### config.mk
export PLATFORM = sky130hd
export DESIGN_NAME = cumulative_path_length_core
export DESIGN_NICKNAME = d
export VERILOG_FILES = /design/src/cpl_pkg.sv /design/src/cpl_dp.sv /design/src/cpl_ctrl.sv /design/src/cumulative_path_length_core.sv
export SDC_FILE = /design/constraint.sdc
export NUM_CORES = 2
export LEC_CHECK = 0
export ABC_AREA = 1
export BUFFER_PORTS_ARGS = -buffer_cell sky130_fd_sc_hd__buf_2
export CORE_ASPECT_RATIO = 1.25
export CORE_UTILIZATION = 40
export DETAILED_ROUTE_END_ITERATION = 10
export SYNTH_ARGS = -nofsm -noshare
export SYNTH_HDL_FRONTEND = slang
export SYNTH_SLANG_ARGS = --single-unit
### constraint.sdc
create_clock -name i_clk -period 8 [get_ports i_clk]
set_clock_uncertainty 0.05 [all_clocks]
set_input_delay 0.4 -clock i_clk [delete_from_list [all_inputs] [get_ports i_clk]]
set_output_delay 0.4 -clock i_clk [all_outputs]
set_load 0.02 [all_outputs]
### src/cpl_pkg.sv
`timescale 1ns / 1ps

package cpl_pkg;

    localparam int COORD_BITS  = 24;
    localparam int LENGTH_BITS = 40;

    localparam int SQ_W  = 2 * COORD_BITS;
    localparam int RT_W  = COORD_BITS + 1;
    localparam int RAD_W = 2 * RT_W;
    localparam int REM_W = RT_W + 3;
    localparam int CNT_W = $clog2(RT_W);

    typedef struct packed {
        logic                          first_point;
        logic signed [COORD_BITS-1:0]  pos_x;
        logic signed [COORD_BITS-1:0]  pos_y;
    } t_in_item;

    typedef struct packed {
        logic [LENGTH_BITS-1:0] path_length;
        logic                   saturated;
    } t_out_item;

    typedef enum logic [2:0] {
        ST_IDLE,
        ST_SQ_X,
        ST_SQ_Y,
        ST_ROOT,
        ST_ACC
    } t_state;

    typedef struct packed {
        logic load;
        logic sq_x;
        logic sq_y;
        logic root_step;
        logic acc;
    } t_dp_cmd;

    typedef struct packed {
        logic first;
        logic root_last;
    } t_dp_sts;

endpackage

### src/cpl_dp.sv
`timescale 1ns / 1ps

module cpl_dp (
    input  logic              i_clk,
    input  logic              i_rst_n,
    input  cpl_pkg::t_in_item i_data,
    input  cpl_pkg::t_dp_cmd  i_cmd,
    output cpl_pkg::t_dp_sts  o_sts,
    output cpl_pkg::t_out_item o_data
);

    localparam int C     = cpl_pkg::COORD_BITS;
    localparam int L     = cpl_pkg::LENGTH_BITS;
    localparam int SQ_W  = cpl_pkg::SQ_W;
    localparam int RT_W  = cpl_pkg::RT_W;
    localparam int RAD_W = cpl_pkg::RAD_W;
    localparam int REM_W = cpl_pkg::REM_W;
    localparam int CNT_W = cpl_pkg::CNT_W;

    logic [C-1:0]       r_last_x, r_last_y;
    logic [C-1:0]       r_dx, r_dy, r_absx;
    logic               r_first;
    logic [SQ_W:0]      r_sq;
    logic [RAD_W-1:0]   r_rad;
    logic [REM_W-1:0]   r_rem;
    logic [RT_W-1:0]    r_root;
    logic [CNT_W-1:0]   r_cnt;
    logic [L-1:0]       r_running;
    cpl_pkg::t_out_item r_out;

    logic [C:0]       diff_x, diff_y, abs_x_ext;
    logic [C-1:0]     mul_a;
    logic [SQ_W-1:0]  prod;
    logic [REM_W-1:0] rem_sh, trial;
    logic [L:0]       sum_len;
    logic [L-1:0]     n_len;

    // signed differences against the stored waypoint
    assign diff_x = {i_data.pos_x[C-1], i_data.pos_x} - {r_last_x[C-1], r_last_x};
    assign diff_y = {i_data.pos_y[C-1], i_data.pos_y} - {r_last_y[C-1], r_last_y};
    assign abs_x_ext = i_data.pos_x[C-1] ? -{i_data.pos_x[C-1], i_data.pos_x}
                                         : {i_data.pos_x[C-1], i_data.pos_x};

    assign mul_a = i_cmd.sq_y ? r_dy : r_dx;
    assign prod  = SQ_W'(mul_a) * SQ_W'(mul_a);

    // one root bit per step
    assign rem_sh = {r_rem[REM_W-3:0], r_rad[RAD_W-1 -: 2]};
    assign trial  = REM_W'({r_root, 2'b01});

    always_comb begin
        if (r_first) begin
            sum_len = (L+1)'(r_absx);
        end else begin
            sum_len = {1'b0, r_running} + (L+1)'(r_root);
        end
        n_len = sum_len[L] ? {L{1'b1}} : sum_len[L-1:0];
    end

    always_ff @(posedge i_clk) begin
        if (!i_rst_n) begin
            r_last_x  <= '0;
            r_last_y  <= '0;
            r_running <= '0;
        end else begin
            if (i_cmd.load) begin
                r_first  <= i_data.first_point;
                r_dx     <= diff_x[C] ? C'(-diff_x) : diff_x[C-1:0];
                r_dy     <= diff_y[C] ? C'(-diff_y) : diff_y[C-1:0];
                r_absx   <= abs_x_ext[C-1:0];
                r_last_x <= i_data.pos_x;
                r_last_y <= i_data.pos_y;
            end
            if (i_cmd.sq_x) begin
                r_sq <= {1'b0, prod};
            end
            if (i_cmd.sq_y) begin
                r_rad  <= RAD_W'(r_sq + {1'b0, prod});
                r_rem  <= '0;
                r_root <= '0;
                r_cnt  <= '0;
            end
            if (i_cmd.root_step) begin
                r_rad <= {r_rad[RAD_W-3:0], 2'b00};
                r_cnt <= r_cnt + 1'b1;
                if (rem_sh >= trial) begin
                    r_rem  <= rem_sh - trial;
                    r_root <= {r_root[RT_W-2:0], 1'b1};
                end else begin
                    r_rem  <= rem_sh;
                    r_root <= {r_root[RT_W-2:0], 1'b0};
                end
            end
            if (i_cmd.acc) begin
                r_running         <= n_len;
                r_out.path_length <= n_len;
                r_out.saturated   <= (n_len == {L{1'b1}});
            end
        end
    end

    assign o_sts.first     = r_first;
    assign o_sts.root_last = (r_cnt == CNT_W'(RT_W - 1));
    assign o_data          = r_out;

endmodule

### src/cpl_ctrl.sv
`timescale 1ns / 1ps

module cpl_ctrl (
    input  logic             i_clk,
    input  logic             i_rst_n,
    input  logic             i_valid,
    output logic             o_stall,
    output logic             o_valid,
    input  logic             i_stall,
    input  cpl_pkg::t_dp_sts i_sts,
    output cpl_pkg::t_dp_cmd o_cmd
);

    cpl_pkg::t_state r_state, n_state;
    logic            r_out_valid, n_out_valid;
    logic            out_free;

    assign out_free = !r_out_valid || !i_stall;

    always_comb begin
        n_state = r_state;
        case (r_state)
            cpl_pkg::ST_IDLE: begin
                if (i_valid) begin
                    n_state = cpl_pkg::ST_SQ_X;
                end
            end
            cpl_pkg::ST_SQ_X: begin
                n_state = i_sts.first ? cpl_pkg::ST_ACC : cpl_pkg::ST_SQ_Y;
            end
            cpl_pkg::ST_SQ_Y: begin
                n_state = cpl_pkg::ST_ROOT;
            end
            cpl_pkg::ST_ROOT: begin
                if (i_sts.root_last) begin
                    n_state = cpl_pkg::ST_ACC;
                end
            end
            cpl_pkg::ST_ACC: begin
                if (out_free) begin
                    n_state = cpl_pkg::ST_IDLE;
                end
            end
            default: begin
                n_state = cpl_pkg::ST_IDLE;
            end
        endcase
    end

    always_comb begin
        o_cmd   = '0;
        o_stall = 1'b1;
        case (r_state)
            cpl_pkg::ST_IDLE: begin
                o_stall    = 1'b0;
                o_cmd.load = i_valid;
            end
            cpl_pkg::ST_SQ_X: begin
                o_cmd.sq_x = !i_sts.first;
            end
            cpl_pkg::ST_SQ_Y: begin
                o_cmd.sq_y = 1'b1;
            end
            cpl_pkg::ST_ROOT: begin
                o_cmd.root_step = 1'b1;
            end
            cpl_pkg::ST_ACC: begin
                o_cmd.acc = out_free;
            end
            default: begin
                o_cmd = '0;
            end
        endcase
    end

    assign n_out_valid = o_cmd.acc | (r_out_valid & i_stall);

    always_ff @(posedge i_clk) begin
        if (!i_rst_n) begin
            r_state     <= cpl_pkg::ST_IDLE;
            r_out_valid <= 1'b0;
        end else begin
            r_state     <= n_state;
            r_out_valid <= n_out_valid;
        end
    end

    assign o_valid = r_out_valid;

    a_acc_never_overwrites: assert property (@(posedge i_clk) disable iff (!i_rst_n)
        o_cmd.acc |-> (!r_out_valid || !i_stall))
        else $error("result register overwritten while held");

    a_acc_sets_valid: assert property (@(posedge i_clk) disable iff (!i_rst_n)
        o_cmd.acc |=> r_out_valid)
        else $error("result not presented after accumulate");

    a_root_ends_in_acc: assert property (@(posedge i_clk) disable iff (!i_rst_n)
        (r_state == cpl_pkg::ST_ROOT && i_sts.root_last) |=> r_state == cpl_pkg::ST_ACC)
        else $error("root iteration did not end in accumulate");

    a_sq_after_accept: assert property (@(posedge i_clk) disable iff (!i_rst_n)
        o_cmd.load |=> r_state == cpl_pkg::ST_SQ_X)
        else $error("accepted item not dispatched");

endmodule

### src/cumulative_path_length_core.sv
`timescale 1ns / 1ps
// channel   direction  handshake              payload
// input     in         i_valid / o_stall      i_data  (cpl_pkg::t_in_item)
// result    out        o_valid / i_stall      o_data  (cpl_pkg::t_out_item)
//
// one item at a time: a first point passes from accept through ST_SQ_X to ST_ACC,
// any other point through ST_SQ_X, ST_SQ_Y and ST_ROOT, where the bit-serial
// square root gives one root bit per cycle, to ST_ACC, which registers the result
// an item holds the core until ST_ACC registers its result, input stalled meanwhile
// synchronous active-low reset clears the controller, result valid, last point and length
// a new item is taken while the previous result waits under i_stall

module cumulative_path_length_core (
    input  logic                i_clk,
    input  logic                i_rst_n,
    input  logic                i_valid,
    output logic                o_stall,
    input  cpl_pkg::t_in_item   i_data,
    output logic                o_valid,
    input  logic                i_stall,
    output cpl_pkg::t_out_item  o_data
);

    cpl_pkg::t_dp_cmd cmd;
    cpl_pkg::t_dp_sts sts;

    cpl_ctrl u_ctrl (
        .i_clk   (i_clk),
        .i_rst_n (i_rst_n),
        .i_valid (i_valid),
        .o_stall (o_stall),
        .o_valid (o_valid),
        .i_stall (i_stall),
        .i_sts   (sts),
        .o_cmd   (cmd)
    );

    cpl_dp u_dp (
        .i_clk   (i_clk),
        .i_rst_n (i_rst_n),
        .i_data  (i_data),
        .i_cmd   (cmd),
        .o_sts   (sts),
        .o_data  (o_data)
    );

endmodule

Yosys cells after proc, flatten, opt, wreduce, memory -nomap -nowiden --
Cells that the tools add are included.
Word-level totals: input bits 53, output and inout bits 43, logic and storage cells 78, register bits after elaboration 360
Cells by class: bitwise gates (word level) 2, equal/unequal tests 9, muxes and demuxes 27, reductions and logical operators 11, multipliers 1, magnitude comparators 1, $add $sub $neg 9
Operator list (number):
- 50-bit 2-to-1 mux | 2
- 26-bit 2-to-1 mux | 3
- 24-bit 2-to-1 mux | 3
- 24-bit negator | 3
- 25-bit 2-to-1 mux | 2
- 24-bit by 24-bit subtractor with 25-bit output | 2
- 48-bit by 48-bit adder with 49-bit output | 1
- 24-bit by 24-bit multiplier with 48-bit output | 1
- 40-bit by 25-bit adder with 41-bit output | 1
- 41-bit 2-to-1 mux | 1
- 40-bit == test (second input constant) | 1
- 40-bit 2-to-1 mux | 1
- 28-bit by 27-bit greater-or-equal comparator with 1-bit output | 1
- 26-bit subtractor | 1
- 23-bit 2-to-1 mux | 1
- 3-bit case mux with 5 select lines | 1
- 3-bit 2-to-1 mux | 4
- 5-bit 2-to-1 mux | 2
- 2-bit AND reduction | 4
- 1-bit 2-to-1 mux | 7
- 3-bit by 2-bit == test with 1-bit output (second input constant) | 2
- 5-bit by 1-bit adder with 5-bit output (second input constant) | 1
- 5-bit == test (second input constant) | 1
- 2-bit != test (second input constant) | 2
- other kinds (10) | 12

Logic depth before layout (Yosys ltp) --
word-level depth 7, gate-level depth with buffers 46, gate-level depth less buffers 44

Hierarchy --
Synthesis repeated with hierarchy kept, for this count alone.
Second synthesis, totals: cells, all modules 5203, area, all modules 41006.8 um2
Modules (own cells, without submodules):
- cpl_dp | instances 1, seq. area each 9779.4 um2, area each 40731.6 um2, cells each 5161
- cpl_ctrl | instances 1, seq. area each 80.1 um2, area each 275.3 um2, cells each 42

Least setup slack after synthesis --
OpenSTA, ideal clock, no wires.
path type reg-to-reg, start point register u_ctrl.r_state[2], end point register u_dp.r_rad[43] (data pin), cell stages (with the launch flop) 39, path buffers 3, data arrival time 8.403 ns, setup time 0.254 ns, data required time 7.696 ns, period minus slack after synthesis 8.707 ns, path slack -0.707 ns, cell sequence dfxtp_1 -> nor2_2 -> nand2_1 -> buf_2 -> buf_2 -> o21ai_2 -> clkinv_1 -> buf_2 -> nor2_1 -> fa_1 -> fa_1 -> inv_1 -> fa_1 -> fa_1 -> inv_1 -> fa_1 -> fa_1 -> inv_1 -> [3 not listed] -> nand2_1 -> nor2_1 -> inv_1 -> nor4_1 -> a21oi_1 -> o21ai_0 -> a21oi_1 -> xnor2_1 -> ha_1 -> nand2_1 -> nor2_1 -> inv_1 -> nor4_1 -> nand4_1 -> nand3_1 -> nand2_1 -> nand3_1 -> nand2_1
On the way: cells in the longest elaborated chain, start to end 7
Ends and longest elaborated chain:
- start, declared | line cpl_ctrl.sv:14 | cpl_pkg::t_state r_state, n_state;
- start signal, assigned | line cpl_ctrl.sv:80 | r_state <= cpl_pkg::ST_IDLE;
- start signal, assigned | line cpl_ctrl.sv:83 | r_state <= n_state;
- 3-bit by 2-bit == test with 1-bit output | line cpl_ctrl.sv:53 | case (r_state)
- 1-bit 2-to-1 mux | line cpl_ctrl.sv:53
- 24-bit 2-to-1 mux | line cpl_dp.sv:44 | assign mul_a = i_cmd.sq_y ? r_dy : r_dx;
- 24-bit by 24-bit multiplier with 48-bit output | line cpl_dp.sv:45 | assign prod = SQ_W'(mul_a) * SQ_W'(mul_a);
- via u_dp.prod[41] | line cpl_dp.sv:33 | logic [SQ_W-1:0] prod;
- 48-bit by 48-bit adder with 49-bit output | line cpl_dp.sv:78 | r_rad <= RAD_W'(r_sq + {1'b0, prod});
- 50-bit 2-to-1 mux | line cpl_dp.sv:77 | if (i_cmd.sq_y) begin
- 50-bit 2-to-1 mux | line cpl_dp.sv:83 | if (i_cmd.root_step) begin
- end signal, assigned | line cpl_dp.sv:78
- end signal, assigned | line cpl_dp.sv:84 | r_rad <= {r_rad[RAD_W-3:0], 2'b00};
- end, declared | line cpl_dp.sv:24 | logic [RAD_W-1:0] r_rad;
The timed path passes the listed nets, and every way through them passes these cells. The select of a mux whose other input is x is not followed. A chain may end at the register's enable or synchronous reset.

Worst setup path after layout --
start point register u_ctrl.r_state[0], end point register u_dp.r_rad[44] (data pin)
Same word-level chain as after synthesis.

==> flow_summary.ini <==
[die]
die_h_um = 365
dieWidth_um = 292
io_pins = 96
dieArea_mm2 = 0.107
start_util_pct = 40.5
num_rows = 132
coreArea_mm2 = 0.104

[finish]
drive_above_1_share_pct = 24.1
layout.cells.non_filler = 7560
final_nets = 6994
area_delta_synth_final_pct = 28.6
final_cell_mix = inv_1, nand2_1, buf_4, nor2_1, fa_1
final_common_cell = inv_1

[timing]
rsz0062_at_grt = yes
setup_viol = 31
slew_viol_final = 0
fin_ws_ns = -0.955
tightest_slew_ns = 1.17
relSlewSlack_pct = 22.1
final_hold_viol_count = 0
period_needed_ns = 8.95
fmaxAchievable_ghz = 0.112
period_share_pct = 112
fin_hold_ws_ns = 0.0302

[worst_hold_path]
hold_class = in -> reg
hold_depth = 3
min_to = u_dp.r_last_y[0]$_SDFFE_PN0P_
worstHoldStart = i_data[0]

[logic_synthesis]
async_flop_share_pct = 0
synth_edf_count = 267
ys_types = 57
syn-cell-area_mm2 = 0.0421
ys_seq_area_share_pct = 23.4
synthFlopType = edfxtp_1
ys_ff_latch = 359
avgSynthCellArea_um2 = 7.68
synth.net_count = 6291
synth_cells = 5480
ys_warn_count = 0

[critical_path]
rr_worst_depth = 40
slowest_stage = fa_1
cp.required_ns = 8.28
endpoint_kind = register
ff2ff_setup_slack_ns = -0.95
worstSetupPathType = reg -> reg
rr_startpoint = u_ctrl.r_state[0]$_SDFFE_PN0P_
crit_top_cell = fa_1
max_stage_delay_ns = 0.54
arrival_ns = 9.23
cp_max_fo = 8
critPathLaunchType = register
reg2reg_to = u_dp.r_rad[44]$_DFFE_PP_

[placement]
place_ws_ns = -1.06
io_buffers = 95
dp_cells = 7382
hpwl_mm = 103
gp_congestion = 0.952

[routing]
drt_iter0_drc = 2056
first_pass_iters = 5
viasPerCell = 4.93
remaining_drc_errors = 0
routedWlPerCell_um = 16.7
ant_nets = 0
routed_wl_mm = 126
num_vias = 37287

[clock_network]
cts-htree-levels = 2
cts_tree = done
cts_made_buffers = 44
root_buffer = clkbuf_16
clkLatencyLatePin_ns = 0.62
cts_sinks = 359
cts_max_path_buffers = 3
path_clk_slew_ns = 0.06

[global_routing]
track_usage_pct = 23.5
grt_pass1_wl_mm = 198
grt_start_max_net_pins = 98
grt_antenna_before_repair = 7
gr-total-overflow = 0
first_global_vias = 37874

[run_status]
status = finished, violations left
violations = negative setup slack

[flow_run]
max_cap_viol_count = 0
-- critical path: cells and delay by family (launching register included) --
family,cells,cell delay [ns]
xor gates and xnor gates,1,0.20
DFF,1,0.33
adders and majority gates,9,4.16
buffers and inverters,11,1.04
and+or+nand+nor,9,1.07
AOI/OAI and AO/OA,10,1.81
-- final cells by class --
| type | instances | area, µm² |
|---|---|---|
| clock inverters | 17 | 246 |
| clock buffers | 61 | 1240 |
| multi-input cells | 3781 | 30300 |
| fillers | 9793 | 49700 |
| repair inverters | 1 | 16.3 |
| flip-flops and latches | 359 | 9860 |
| diodes | 5 | 12.5 |
| well taps | 1340 | 1680 |
| repair buffers | 755 | 6040 |
| inverters | 1241 | 4730 |
-- sequential cells by signal, indices dropped and copies added (netlist names), 5 cells and up --
name	count
u_dp.r_rad	50
u_dp.r_sq	47
u_dp.o_data	41
u_dp.r_running	40
u_dp.r_rem	26
u_dp.r_root	25
u_dp.r_absx	24
u_dp.r_dx	24
u_dp.r_dy	24
u_dp.r_last_x	24
u_dp.r_last_y	24
u_dp.r_cnt	5
-- per-layer routing --
metal	vias to the layer above	global-route usage [%]	part of all wire (%)	wire, µm
li1	18439	-	-	-
met4	2	9.23	4.3	5430
met2	826	42.1	50	63000
met1	17780	29.2	42	52900
met5	-	0	0.011	14
met3	240	2.00	3.9	4870
-- cell usage after synthesis, drive strengths merged, types with 67 or more instances --
library cell | count | area [µm²]
xnor2 | 67 | 606
nand2 | 1166 | 4470
edfxtp | 267 | 8020
o21ai | 276 | 1450
xor2 | 108 | 983
ha | 325 | 4070
nor2 | 633 | 2480
a21oi | 267 | 1340
nand3 | 217 | 1140
clkbuf | 81 | 304
fa | 433 | 8670
dfxtp | 92 | 1840
inv | 1227 | 4610
-- repair_timing --
action / CTS / global route
endpoints found under the hold margin: 2 / 0
buffers inserted: 41 / 50
resized for setup: 276 / 397
cloned: 3 / 3
setup endpoints to repair: 36 / 39
pin swaps: 45 / 137
hold buffers: 2 / 0
-- through the flow --
stage	TNS (ns)	utilization, %	instance area (µm²)
6_report	-19.39	52.1	54100
5_1_grt	-30.18	52.1	54100
4_1_cts	-18.98	50.1	52100
3_5_place_dp	-27.62	47.2	49100
3_3_place_gp	-23.40	47.2	49100
2_1_floorplan	-0.0401	-	43000
-- logic make-up (layout without fill, tap and decap cells) --
family | count (synthesis) | count (layout) | synth area share [%]
buffers and inverters | 1341 | 2075 | 12.1
XOR/XNOR | 175 | 175 | 3.78
AO/OA/AOI/OAI | 679 | 679 | 8.97
flip-flops | 359 | 359 | 23.4
multiplexers | 1 | 1 | 0.0238
adder cells (fa/ha/maj) | 758 | 758 | 30.3
other | 0 | 5 | 0
AND/OR/NAND/NOR | 2167 | 2168 | 21.5
-- worst max-delay path by stage --
stage                                         startpoint                  endpoint  slack (ns)  depth (start not counted)
after floorplan           u_ctrl.r_state[0]$_SDFFE_PN0P_  u_dp.r_rad[43]$_DFFE_PP_       -0.04                         39
after global placement    u_ctrl.r_state[2]$_SDFFE_PN0P_  u_dp.r_rad[45]$_DFFE_PP_       -0.96                         37
after detailed placement  u_ctrl.r_state[2]$_SDFFE_PN0P_  u_dp.r_rad[45]$_DFFE_PP_       -1.06                         37
after global routing      u_ctrl.r_state[0]$_SDFFE_PN0P_  u_dp.r_rad[44]$_DFFE_PP_       -1.22                         40
after CTS                 u_ctrl.r_state[2]$_SDFFE_PN0P_  u_dp.r_rad[44]$_DFFE_PP_       -0.86                         39
final                     u_ctrl.r_state[0]$_SDFFE_PN0P_  u_dp.r_rad[44]$_DFFE_PP_       -0.95                         40
Power is left out: the tool's default activity adds up to more than one toggle a clock period on the data nets, which glitch-free logic cannot reach.
